`src/rtl/core/pip_cell.sv`:
```
// ---------------------------------------------------------------------------
// Vertex cell
// Holds one polygon vertex; loads on append and takes its neighbour's
// vertex on every rotation step of a test.
// ---------------------------------------------------------------------------
`default_nettype none

module pip_cell #(
   parameter int DW = 20
) (
   input  wire logic                 clock,
   input  wire logic                 load_en,
   input  wire logic signed [DW-1:0] load_x,
   input  wire logic signed [DW-1:0] load_y,
   input  wire logic                 shift_en,
   input  wire logic signed [DW-1:0] next_x,
   input  wire logic signed [DW-1:0] next_y,
   output logic signed [DW-1:0]      cell_x,
   output logic signed [DW-1:0]      cell_y
);

   logic signed [DW-1:0] x_ff, y_ff;

   always_ff @(posedge clock) begin
      if (load_en) begin
         x_ff <= load_x;
         y_ff <= load_y;
      end else if (shift_en) begin
         x_ff <= next_x;
         y_ff <= next_y;
      end
   end

   assign cell_x = x_ff;
   assign cell_y = y_ff;

endmodule

`default_nettype wire

```
`config.mk`:
```
export PLATFORM = sky130hd
export DESIGN_NAME = pip_cell
export DESIGN_NICKNAME = d
export VERILOG_FILES = /design/src/rtl/core/pip_cell.sv
export SDC_FILE = /design/constraint.sdc
export NUM_CORES = 1
export LEC_CHECK = 0
export ABC_AREA = 0
export BUFFER_PORTS_ARGS = -buffer_cell sky130_fd_sc_hd__buf_2
export CAP_MARGIN = 20
export CORE_UTILIZATION = 25
export CTS_CLUSTER_SIZE = 30
export DETAILED_ROUTE_END_ITERATION = 10
export GPL_TIMING_DRIVEN = 0
export SLEW_MARGIN = 25
export SYNTH_ARGS = -nofsm -noshare
export SYNTH_HDL_FRONTEND = slang
export SYNTH_SLANG_ARGS = --single-unit
```
`constraint.sdc`:
```
create_clock -name clock -period 2.5 [get_ports clock]
set_input_delay 0.5 -clock clock [delete_from_list [all_inputs] [get_ports clock]]
set_output_delay 0.5 -clock clock [all_outputs]
set_load 0.005 [all_outputs]
```
# [Word-level counts from Yosys, hierarchy flattened]
# Cells that the tools add are included.
# W data, S select, Z words.
[op_classes] mux=4 n_reduce_logical=1
[op_table] op="$mux W20" n=4
[op_table] op="$reduce_bool A2 Y1" n=1
[totals] ff_bits=40

# [Longest topological paths before layout]
[logic_depth] depth_word=2 ltp_mapped=3 depth_no_buf=1

# [Worst setup path after synthesis]
# No wires, ideal clock.
[synth_timing] path_kind="input to register" from="in load_en" to="reg x_ff[0], in the netlist cell_x[0], enable pin" setup_ns=0.399 arrival_ns=1.699 required_ns=2.101 setup_slack_ns=0.402 path_stages=3 n_path_buf=2 cell_sequence="buf_6 -> buf_12 -> or2_1"
[synth_between] elab_chain_len=1
[synth_lines] element="start, declared" line="12" source="input wire logic load_en,"
[synth_lines] element="$reduce_bool A2 Y1 (no line)"
[synth_lines] element="end signal, assigned" line="26" source="x_ff <= load_x;"
[synth_lines] element="end signal, assigned" line="29" source="x_ff <= next_x;"
[synth_lines] element="end, declared" line="22" source="logic signed [DW-1:0] x_ff, y_ff;"
# Every way passes these cells.
# A chain may end at the register's enable or synchronous reset.

# [Final worst setup path]
[layout_timing] from="in load_en" to="reg y_ff[12], in the netlist cell_y[12], enable pin"
[layout_between] elab_chain_len=1
[layout_lines] element="$reduce_bool A2 Y1 (no line)"
[layout_lines] element="end signal, assigned" line="27" source="y_ff <= load_y;"
[layout_lines] element="end signal, assigned" line="30" source="y_ff <= next_y;"
[layout_lines] element="end, declared" line="22"
# Every way passes these cells.

==> impl_metrics.tcl <==
set metrics [dict create \
    run_status "complete, no violations" \
    drt_first_pass_iters 4 \
    n_antenna_cell 0 \
    grt_remaining_overflow 0 \
    timing.setup.tns_ns 0 \
    finalHoldViolCount 0 \
    clockRootBuffer "clkbuf_8" \
    floorplan.die_area_mm2 0.00793 \
    totalPowerFinal_mw 1.63 \
    cts_made_buffers 5 \
    final_period_minus_worst_setup_slack_ns 1.47 \
    critical_path.endpoint "cell_y[12]" \
    timing.final.max_slew_violations 0 \
    layout_worst_path_cycle_share 0.587 \
    dieWidth_um 89.1 \
    timing.slew.headroom 0.729 \
    cts_tree "done" \
    share_of_the_synthesized_area_in_compound_gates_ao_oa_aoi_oai 0 \
    average_detailed_routed_wire_length_per_instance_um 12.0 \
    clockBufferDepth 2 \
    post_synth_inst_count 86 \
    post_synthesis_to_final_layout_area_growth_pct 45.6 \
    post_synth_xor_area_fraction 0 \
    post_synth_num_cell_types 6 \
    finalNonFillerCells 315 \
    number_of_antenna_violations_at_the_first_check_in_global_routing 0 \
    synth.avg_cell_area_um2 22.0 \
    power_density_normalized_to_cell_area_mw_per_mm2 589 \
    grt_start_max_net_pins 27 \
    multiInputGateArea_um2 603 \
    clkSinkCount 40 \
    final_common_cell "buf_2" \
    post_drt_via_cell_ratio 3.84 \
    max_clock_freq_mhz 682 \
    dpl-instance-area_mm2 0.00265 \
    first_iter_violations 10 \
    data_arrival_critical_path_ns 1.51 \
    layout.area.seq_mm2 0.00120 \
    synth_warnings 0 \
    cts_hold_repair.buffers 0 \
    clock_pin_slew_on_the_worst_setup_and_hold_paths_ns 0.07 \
    drive_above_1_share 0.810 \
    drc 0 \
    routed_via_count 1211 \
    fin_util 0.379 \
    max-vdd-ir-drop_mv 0.239 \
    n_fill_cell 727 \
    initial_utilization 0.260 \
    setup_violations 0 \
    grt_first_pass_wirelength_mm 4.89 \
    worstPathRequired_ns 2.54 \
    rsz0062_at_grt "no" \
    grtUsageTotal 0.0879 \
    cts_post_setup_buffers_inserted 0 \
    boundaryPins 123 \
    grt_pass1_vias 1018 \
    mappedNetlistArea_mm2 0.00190 \
    largest_family_of_logic_cells_by_synthesized_area "multiplexers" \
    adder_and_majority_cell_fraction_of_the_synthesized_area 0 \
    routed_wirelength_mm 3.79 \
    ant_nets 0 \
    num-nets-final 298 \
    placement_rows 31 \
    cts_resized 0 \
    htree_depth 2 \
    p_leak_nw 1.32 \
    ys_ff_latch 40 \
    worst-setup-path-type "primary input to flip-flop" \
    die_h_um 89.1 \
    postSynthNetCount 169 \
    post_synth_mux_area_share 0.315 \
    globalplace.congestion 0.624 \
    most_frequent_cells_in_the_layout "121 x buf_2, 40 x edfxtp_1, 39 x mux2_4, 5 x clkbuf_8, 4 x buf_12" \
    final_design_area_no_fill_mm2 0.00276 \
    hpwl_mm 2.92 \
    synth_sequential_area_ratio 0.634 \
    hold_class "primary input to flip-flop" \
    synth_simple_gate_area_share 0.00330 \
    tightestPinTransition_ns 0.406 \
    setup.worst_path.start "load_en" \
    critical_path_startpoint_category "primary input" \
    worstPathMaxFanout 26 \
    crit_path_end_kind "flip-flop" \
    core_mm2 0.00729 \
    placement.io_buffers 121 \
    placedCellCount 307 \
    max_cap_viol_count 0 \
]
==> worst min path at each step <==
stage	startpoint	end	slack [ns]	cells after the start
final	load_x[12]	cell_x[12]	0.51	2
after global routing	next_y[12]	cell_y[12]	0.49	2
after CTS	load_y[4]	cell_y[4]	0.50	2
after detailed placement	load_y[4]	cell_y[4]	0.80	2
after global placement	load_y[4]	cell_y[4]	0.80	2
after floorplan	load_x[0]	cell_x[0]	0.72	1
==> power by group <==
| part | switching [mW] | internal, mW |
|---|---|---|
| Clock | 0.209 | 0.296 |
| Combinational | 0.103 | 0.182 |
| Sequential | 0.0140 | 0.822 |
==> state kept, by name, summed over array words and instances (netlist names) <==
register and count:
cell_x 20, cell_y 20
==> layout make-up <==
class,count,share of cell area
sequential,40,0.435
tap,99,0.0449
multi-input combinational,41,0.218
buffer,5,0.0331
clock buffer,6,0.0263
clock inverter,2,0.0127
timing repair buffer,122,0.229
==> Yosys cell counts (all sizes together) <==
cell type  instances  area share
or2                1      0.0033
edfxtp            40        0.63
buf                5       0.048
mux2              40        0.31
==> metal layers <==
layer / GRT usage / part of all wire
met3: 0.0305 / 0.10
met4: 0.0476 / 0.018
met1: 0.0955 / 0.41
met5: 0 / 0
met2: 0.151 / 0.47
==> metrics by stage <==
stage | hold WS [ns] | setup WS [ns]
6_report | 0.512 | 1.03
5_1_grt | 0.494 | 0.997
4_1_cts | 0.500 | 1.03
3_5_place_dp | 0.804 | 0.718
3_3_place_gp | 0.802 | -0.00995
2_1_floorplan | 0.717 | 0.402
==> kinds of logic after synthesis <==
| family | Yosys count |
|---|---|
| DFF | 40 |
| and+or+nand+nor | 1 |
| muxes | 40 |
| buffers and inverters | 5 |
==> critical path: stages <==
cell and delay, ns:
buf_6 0.12, buf_12 0.15, or2_2 0.47, buf_16 0.24
(Power assumes the default switching activity.)
