--- config.mk ---
export PLATFORM = sky130hd
export DESIGN_NAME = pip_edge
export DESIGN_NICKNAME = d
export VERILOG_FILES = /design/src/rtl/core/pip_edge.sv
export SDC_FILE = /design/constraint.sdc
export NUM_CORES = 2
export LEC_CHECK = 0
export ABC_CLOCK_PERIOD_IN_PS = 6500
export CAP_MARGIN = 20
export CORE_AREA = 2 2 306 308
export CTS_CLUSTER_SIZE = 40
export DETAILED_ROUTE_END_ITERATION = 12
export DIE_AREA = 0 0 308 310
export DONT_BUFFER_PORTS = 1
export MAX_ROUTING_LAYER = met4
export PLACE_DENSITY = 0.63
export SETUP_SLACK_MARGIN = 0.15
export SYNTH_ARGS = -nofsm -noshare
export SYNTH_HDL_FRONTEND = slang
export SYNTH_SLANG_ARGS = --single-unit
--- constraint.sdc ---
create_clock -name clock -period 6.5 [get_ports clock]
set_input_delay 0 -clock clock [delete_from_list [all_inputs] [get_ports clock]]
set_output_delay 0 -clock clock [all_outputs]
set_load 0.05 [all_outputs]
--- src/rtl/core/pip_edge.sv ---
// ---------------------------------------------------------------------------
// Edge crossing unit
// Three-stage pipeline deciding whether the rightward ray from the query
// point crosses one edge, using an exact cross-multiplied comparison.
// ---------------------------------------------------------------------------
`default_nettype none

module pip_edge #(
   parameter int DW = 20
) (
   input  wire logic                 clock,
   input  wire logic                 reset,
   input  wire logic                 in_valid,
   input  wire logic signed [DW-1:0] px,
   input  wire logic signed [DW-1:0] py,
   input  wire logic signed [DW-1:0] xi,
   input  wire logic signed [DW-1:0] yi,
   input  wire logic signed [DW-1:0] xj,
   input  wire logic signed [DW-1:0] yj,
   output logic                      hit,
   output logic                      busy
);

   logic                   s1_v_ff, s1_v_in;
   logic                   s1_pos_ff, s1_pos_in;
   logic signed [DW:0]     s1_ax_ff, s1_ax_in;
   logic signed [DW:0]     s1_dy_ff, s1_dy_in;
   logic signed [DW:0]     s1_bx_ff, s1_bx_in;
   logic signed [DW:0]     s1_by_ff, s1_by_in;
   logic                   s2_v_ff, s2_pos_ff;
   logic signed [2*DW+1:0] s2_pa_ff, s2_pa_in;
   logic signed [2*DW+1:0] s2_pb_ff, s2_pb_in;
   logic                   hit_ff, hit_in;

   always_comb begin
      s1_v_in   = in_valid && ((yi > py) != (yj > py));
      s1_pos_in = yj > yi;
      s1_ax_in  = {px[DW-1], px} - {xi[DW-1], xi};
      s1_dy_in  = {yj[DW-1], yj} - {yi[DW-1], yi};
      s1_bx_in  = {xj[DW-1], xj} - {xi[DW-1], xi};
      s1_by_in  = {py[DW-1], py} - {yi[DW-1], yi};
      s2_pa_in  = s1_ax_ff * s1_dy_ff;
      s2_pb_in  = s1_bx_ff * s1_by_ff;
      hit_in    = s2_v_ff && (s2_pos_ff ? (s2_pa_ff < s2_pb_ff) : (s2_pa_ff > s2_pb_ff));
   end

   always_ff @(posedge clock) begin
      if (reset) begin
         s1_v_ff <= 1'b0;
         s2_v_ff <= 1'b0;
         hit_ff  <= 1'b0;
      end else begin
         s1_v_ff <= s1_v_in;
         s2_v_ff <= s1_v_ff;
         hit_ff  <= hit_in;
      end
   end

   always_ff @(posedge clock) begin
      s1_pos_ff <= s1_pos_in;
      s1_ax_ff  <= s1_ax_in;
      s1_dy_ff  <= s1_dy_in;
      s1_bx_ff  <= s1_bx_in;
      s1_by_ff  <= s1_by_in;
      s2_pos_ff <= s1_pos_ff;
      s2_pa_ff  <= s2_pa_in;
      s2_pb_ff  <= s2_pb_in;
   end

   assign hit  = hit_ff;
   assign busy = s1_v_ff || s2_v_ff || hit_ff;

endmodule

`default_nettype wire

Yosys cells after proc, flatten, opt, wreduce, memory -nomap -nowiden
Index checks and enable logic that the tools add are counted.
{"block": "word_totals", "register_bits": 173, "in_bits": 123, "output_inout_bits": 2, "elab_cells": 28}
{"block": "classes", "add_sub_neg": 4, "multipliers": 2, "magnitude_cmp": 5, "eq_ne": 1, "mux": 1, "n_reduce_logical": 4}
{"op": "$mul A21 B21 Y42", "n": 2}
{"op": "$sub A20 B20 Y21", "n": 4}
{"op": "$gt A20 B20 Y1", "n": 3}
{"op": "$gt A42 B42 Y1", "n": 1}
{"op": "$lt A42 B42 Y1", "n": 1}
{"op": "$logic_and A1 B1 Y1", "n": 2}
{"op": "$logic_or A1 B1 Y1", "n": 2}
{"op": "$mux W1", "n": 1}
{"op": "$ne A1 B1 Y1", "n": 1}

Depth between registers and ports, before layout
{"block": "depth", "word_depth": 3, "depth_mapped": 25, "depth_no_buf": 24}

Worst setup path before layout
Ideal clock, no wire load.
{"block": "synth_path", "path_kind": "reg-to-reg", "from": "register s1_bx_ff[20]", "to": "register s2_pb_ff[38]", "setup_time_ns": 0.082, "arrival_time_ns": 6.464, "required_time_ns": 6.418, "setup_slack_ns": -0.046, "stages_incl_launch_ff": 22, "n_path_buf": 1, "period_less_slack_ns": 6.546, "cell_sequence": "dfxtp_1 clkbuf_1 nand2_1 fa_1 inv_1 fa_1 inv_1 fa_1 inv_1 fa_1 fa_1 fa_1 inv_1 fa_1 inv_1 ha_1 nand2_1 nor2_1 a211o_1 o31ai_4 mux2_1 o2111ai_1"}
{"block": "synth_via", "elab_chain_cells": 1}
{"element": "start: declaration", "line_no": "28", "text": "logic signed [DW:0] s1_bx_ff, s1_bx_in;"}
{"element": "start signal: assignment", "line_no": "63", "text": "s1_bx_ff <= s1_bx_in;"}
{"element": "$mul A21 B21 Y42", "line_no": "43", "text": "s2_pb_in = s1_bx_ff * s1_by_ff;"}
{"element": "via s2_pb_in[38]", "line_no": "32", "text": "logic signed [2*DW+1:0] s2_pb_ff, s2_pb_in;"}
{"element": "end signal: assignment", "line_no": "67", "text": "s2_pb_ff <= s2_pb_in;"}
{"element": "end: declaration", "line_no": "32"}
The timed path passes the listed nets, and every way through them passes these cells.
A chain may end at the register's enable or synchronous reset.

Worst setup path in the final report
{"block": "layout_path", "from": "register s1_ax_ff[13]", "to": "register s2_pa_ff[41]"}
{"block": "layout_via", "elab_chain_cells": 1}
{"element": "start: declaration", "line_no": "26", "text": "logic signed [DW:0] s1_ax_ff, s1_ax_in;"}
{"element": "start signal: assignment", "line_no": "61", "text": "s1_ax_ff <= s1_ax_in;"}
{"element": "$mul A21 B21 Y42", "line_no": "42", "text": "s2_pa_in = s1_ax_ff * s1_dy_ff;"}
{"element": "via s2_pa_in[41]", "line_no": "31", "text": "logic signed [2*DW+1:0] s2_pa_ff, s2_pa_in;"}
{"element": "end signal: assignment", "line_no": "66", "text": "s2_pa_ff <= s2_pa_in;"}
{"element": "end: declaration", "line_no": "31"}
The timed path passes the listed nets, and every way through them passes these cells.

==> out/qor.yml <==
floorplan:
  start_util: 0.4552
  die_y_um: 310
  rows: 112
  die_x_um: 308
  die_area_um2: 95480
  ios: 125
  core_area_um2: 92490
synthesis:
  synth_area_um2: 42100
  synthCells: 4667
  synth_seq_area_share: 0.08226
  yosys.area.top_type: "fa_1"
  synth-edff-count: 0
  ys.flop_type: "dfxtp_1"
  yosysTopAreaCellShare: 0.4384
  synth_cell_types: 81
  synth_nets: 6078
  synth_area_per_cell_um2: 9.021
  yosysWarnings: 0
  yosys-top-cells-area: "fa_1, ha_1, inv_1"
  ys_ff_latch: 173
  ys_async_sr_fraction: 0
final_layout:
  fin_nets: 6557
  drive_above_1_share: 0.1691
  final_common_cell: "inv_1"
  area_delta_synth_final_pct: 21.52
  n_fill_cell: 8294
  final_cell_mix: "inv_1, fa_1, nand2_1"
setup_path:
  crit_top_cell: "fa_1"
  critPathMaxStageDelay_ps: 560
  cp-end-kind: "flop"
  crit_required_ps: 6880
  worstPathMaxFanout: 6
  slowest_stage: "fa_1"
  path_cells: "buf_12, buf_12, and2_4, fa_1, inv_1, fa_1, fa_1, inv_2, fa_1, fa_1, fa_1, inv_2, fa_1, inv_2, ha_4, a21o_1, and2_1, a311o_1, a31oi_4, a31oi_2, and3_1, o32a_1"
  crit_arrival_ps: 6810
  rr_worst_depth: 22
  reg2reg_to: "s2_pa_ff[41]$_DFF_P_"
  r2r-start: "s1_ax_ff[13]$_DFF_P_"
  startpoint_type: "flop"
  worst-setup-path-type: "reg2reg"
  r2r_setup_slack_ps: 70
timing:
  max_slew_margin: 0.2534
  setup_ws_ps: 70.10
  fin_tns_setup_ps: 0
  fmax_ghz: 0.1555
  clock_skew_ps: 26.07
  post-route-period-util: 0.9892
  holdWs_ps: 14.71
  worstMarginPinSlew_ps: 1105
  rsz0062_at_grt: "true"
  finalMaxSlewViolations: 0
  finalCriticalPeriod_ps: 6430
  setup_violations: 0
  hold_viol: 0
cts:
  cts_tree: "yes"
  clk_pin_slew_ps: 90
  max-clock-path-buffers: 2
  htreeDepth: 4
  numCtsBuffers: 17
  ctsRootBufferMaster: "clkbuf_16"
  clock_latency_ps: 500
  cts.sinks: 173
detailed_routing:
  postRouteAntennaNets: 0
  via_count: 32280
  drc: 0
  drt_wl_total_mm: 113.2
  wire_per_inst_um: 17.74
  first_pass_iters: 5
  drt-vias-per-instance: 5.060
  drt_iter0_markers: 1738
grt:
  grt_use_total: 0.2525
  gr-total-overflow: 0
  grt_pass1_wl_mm: 181.0
  grt_pass1_vias: 34280
  grt_max_degree: 22
  antenna_found_initial: 21
run:
  maxCapViolCount: 0
outcome:
  status: "completed"
hold_path:
  hp-start: "py[17]"
  min_path_cells: 3
  hp-class: "in2reg"
  hold_path_end: "s1_by_ff[17]$_DFF_P_"
placement:
  place_ws_ps: -267.9
  gp_congestion: 0.9186
  place_hpwl_mm: 94.46
  port_buffers: 0
==> cell families after synthesis <==
kind of cell	after synthesis	synth area share
compound gates	452	0.07308
xor+xnor	136	0.02829
fa+ha+maj	1288	0.5472
buf+inv	1336	0.1191
flops	173	0.08226
mux	8	0.001991
simple gates	1274	0.1480
==> worst max path at each step <==
| stage | from | to | slack [ps] | cells past startpoint |
|---|---|---|---|---|
| detailed placement | s1_dy_ff[3]$_DFF_P_ | s2_pa_ff[41]$_DFF_P_ | -270 | 23 |
| global placement | s1_ax_ff[7]$_DFF_P_ | s2_pa_ff[41]$_DFF_P_ | -120 | 23 |
| floorplan | s1_bx_ff[7]$_DFF_P_ | s2_pb_ff[38]$_DFF_P_ | 170 | 23 |
| CTS | s1_ax_ff[9]$_DFF_P_ | s2_pa_ff[41]$_DFF_P_ | 40 | 25 |
| global route | s1_ax_ff[6]$_DFF_P_ | s2_pa_ff[39]$_DFF_P_ | -180 | 23 |
| finish | s1_ax_ff[13]$_DFF_P_ | s2_pa_ff[41]$_DFF_P_ | 70 | 22 |
==> cell usage after synthesis, types with 3 or more instances <==
master,instances
nor4_1,6
clkbuf_1,169
and2_1,398
o31a_1,8
or3_1,11
o21bai_1,13
a21o_1,57
a311o_1,4
xor2_1,32
o2111ai_1,3
a211o_1,5
o211ai_1,23
o31ai_1,9
o21ba_2,3
a21boi_0,10
and3_1,14
a21oi_1,112
nor2_1,143
nand3_1,28
o21a_1,42
nand2_1,531
a211oi_1,10
o22ai_1,3
a311oi_1,5
nor3b_1,4
ha_1,366
inv_1,1163
a31oi_1,19
nor2b_1,23
and4_1,3
xnor2_1,104
fa_1,922
mux2i_1,5
nand3b_1,6
nand4_1,25
a22o_1,4
dfxtp_1,173
o21ai_0,80
or2_2,6
nor3_1,41
nand2b_1,28
==> critical path, delay by kind of cell (launching register included) <==
kind	cells	cell delay [ps]
AND/OR/NAND/NOR	3	510
AO/OA/AOI/OAI	5	1170
buffers and inverters	6	470
flip-flops	1	340
adder cells (fa/ha/maj)	8	3780
==> sequential cells by signal, summed over array words and instances (netlist names) <==
| register | count |
|---|---|
| hit | 1 |
| s1_ax_ff | 21 |
| s1_bx_ff | 21 |
| s1_by_ff | 21 |
| s1_dy_ff | 21 |
| s1_pos_ff | 1 |
| s1_v_ff | 1 |
| s2_pa_ff | 42 |
| s2_pb_ff | 42 |
| s2_pos_ff | 1 |
| s2_v_ff | 1 |
==> per-stage QoR <==
| stage | area, µm² | util | std cells |
|---|---|---|---|
| final | 51160 | 0.5531 | 6380 |
| after global routing | 51140 | 0.5529 | 6372 |
| after CTS | 49620 | 0.5365 | 6305 |
| after detailed placement | 46470 | 0.5024 | 6087 |
| after global placement | 46470 | 0.5024 | 6087 |
| after floorplan | 42110 | - | 4667 |
==> cell type report <==
cell class,instances,area [µm²],share of cell area
diodes,25,62.56,0.001223
clock buffers,18,429.2,0.008389
clock inverters,13,155.1,0.003033
inverters,1164,4372,0.08545
multi-input cells,3158,34940,0.6830
flip-flops and latches,173,3638,0.07112
well taps,1197,1498,0.02928
repair buffers,632,6065,0.1185
==> layer usage <==
metal,GRT usage,part of all wire,vias up
met3,0.04407,0.066,100
met4,0.03800,0.014,0
met1,0.3355,0.44,16570
met5,-,0,-
met2,0.4145,0.48,678
li1,-,-,14940
==> what timing repair did <==
action                                  CTS  global route
gates cloned                              3             2
endpoints found under the setup margin   37            40
pin swaps                               117           209
hold buffers                            142             0
buffers inserted                         42            48
endpoints found under the hold margin    84             0
gates resized for setup                 210           297
Power is left out: the tool's default activity adds up to more than one toggle a clock period on the data nets, which glitch-free logic cannot reach.
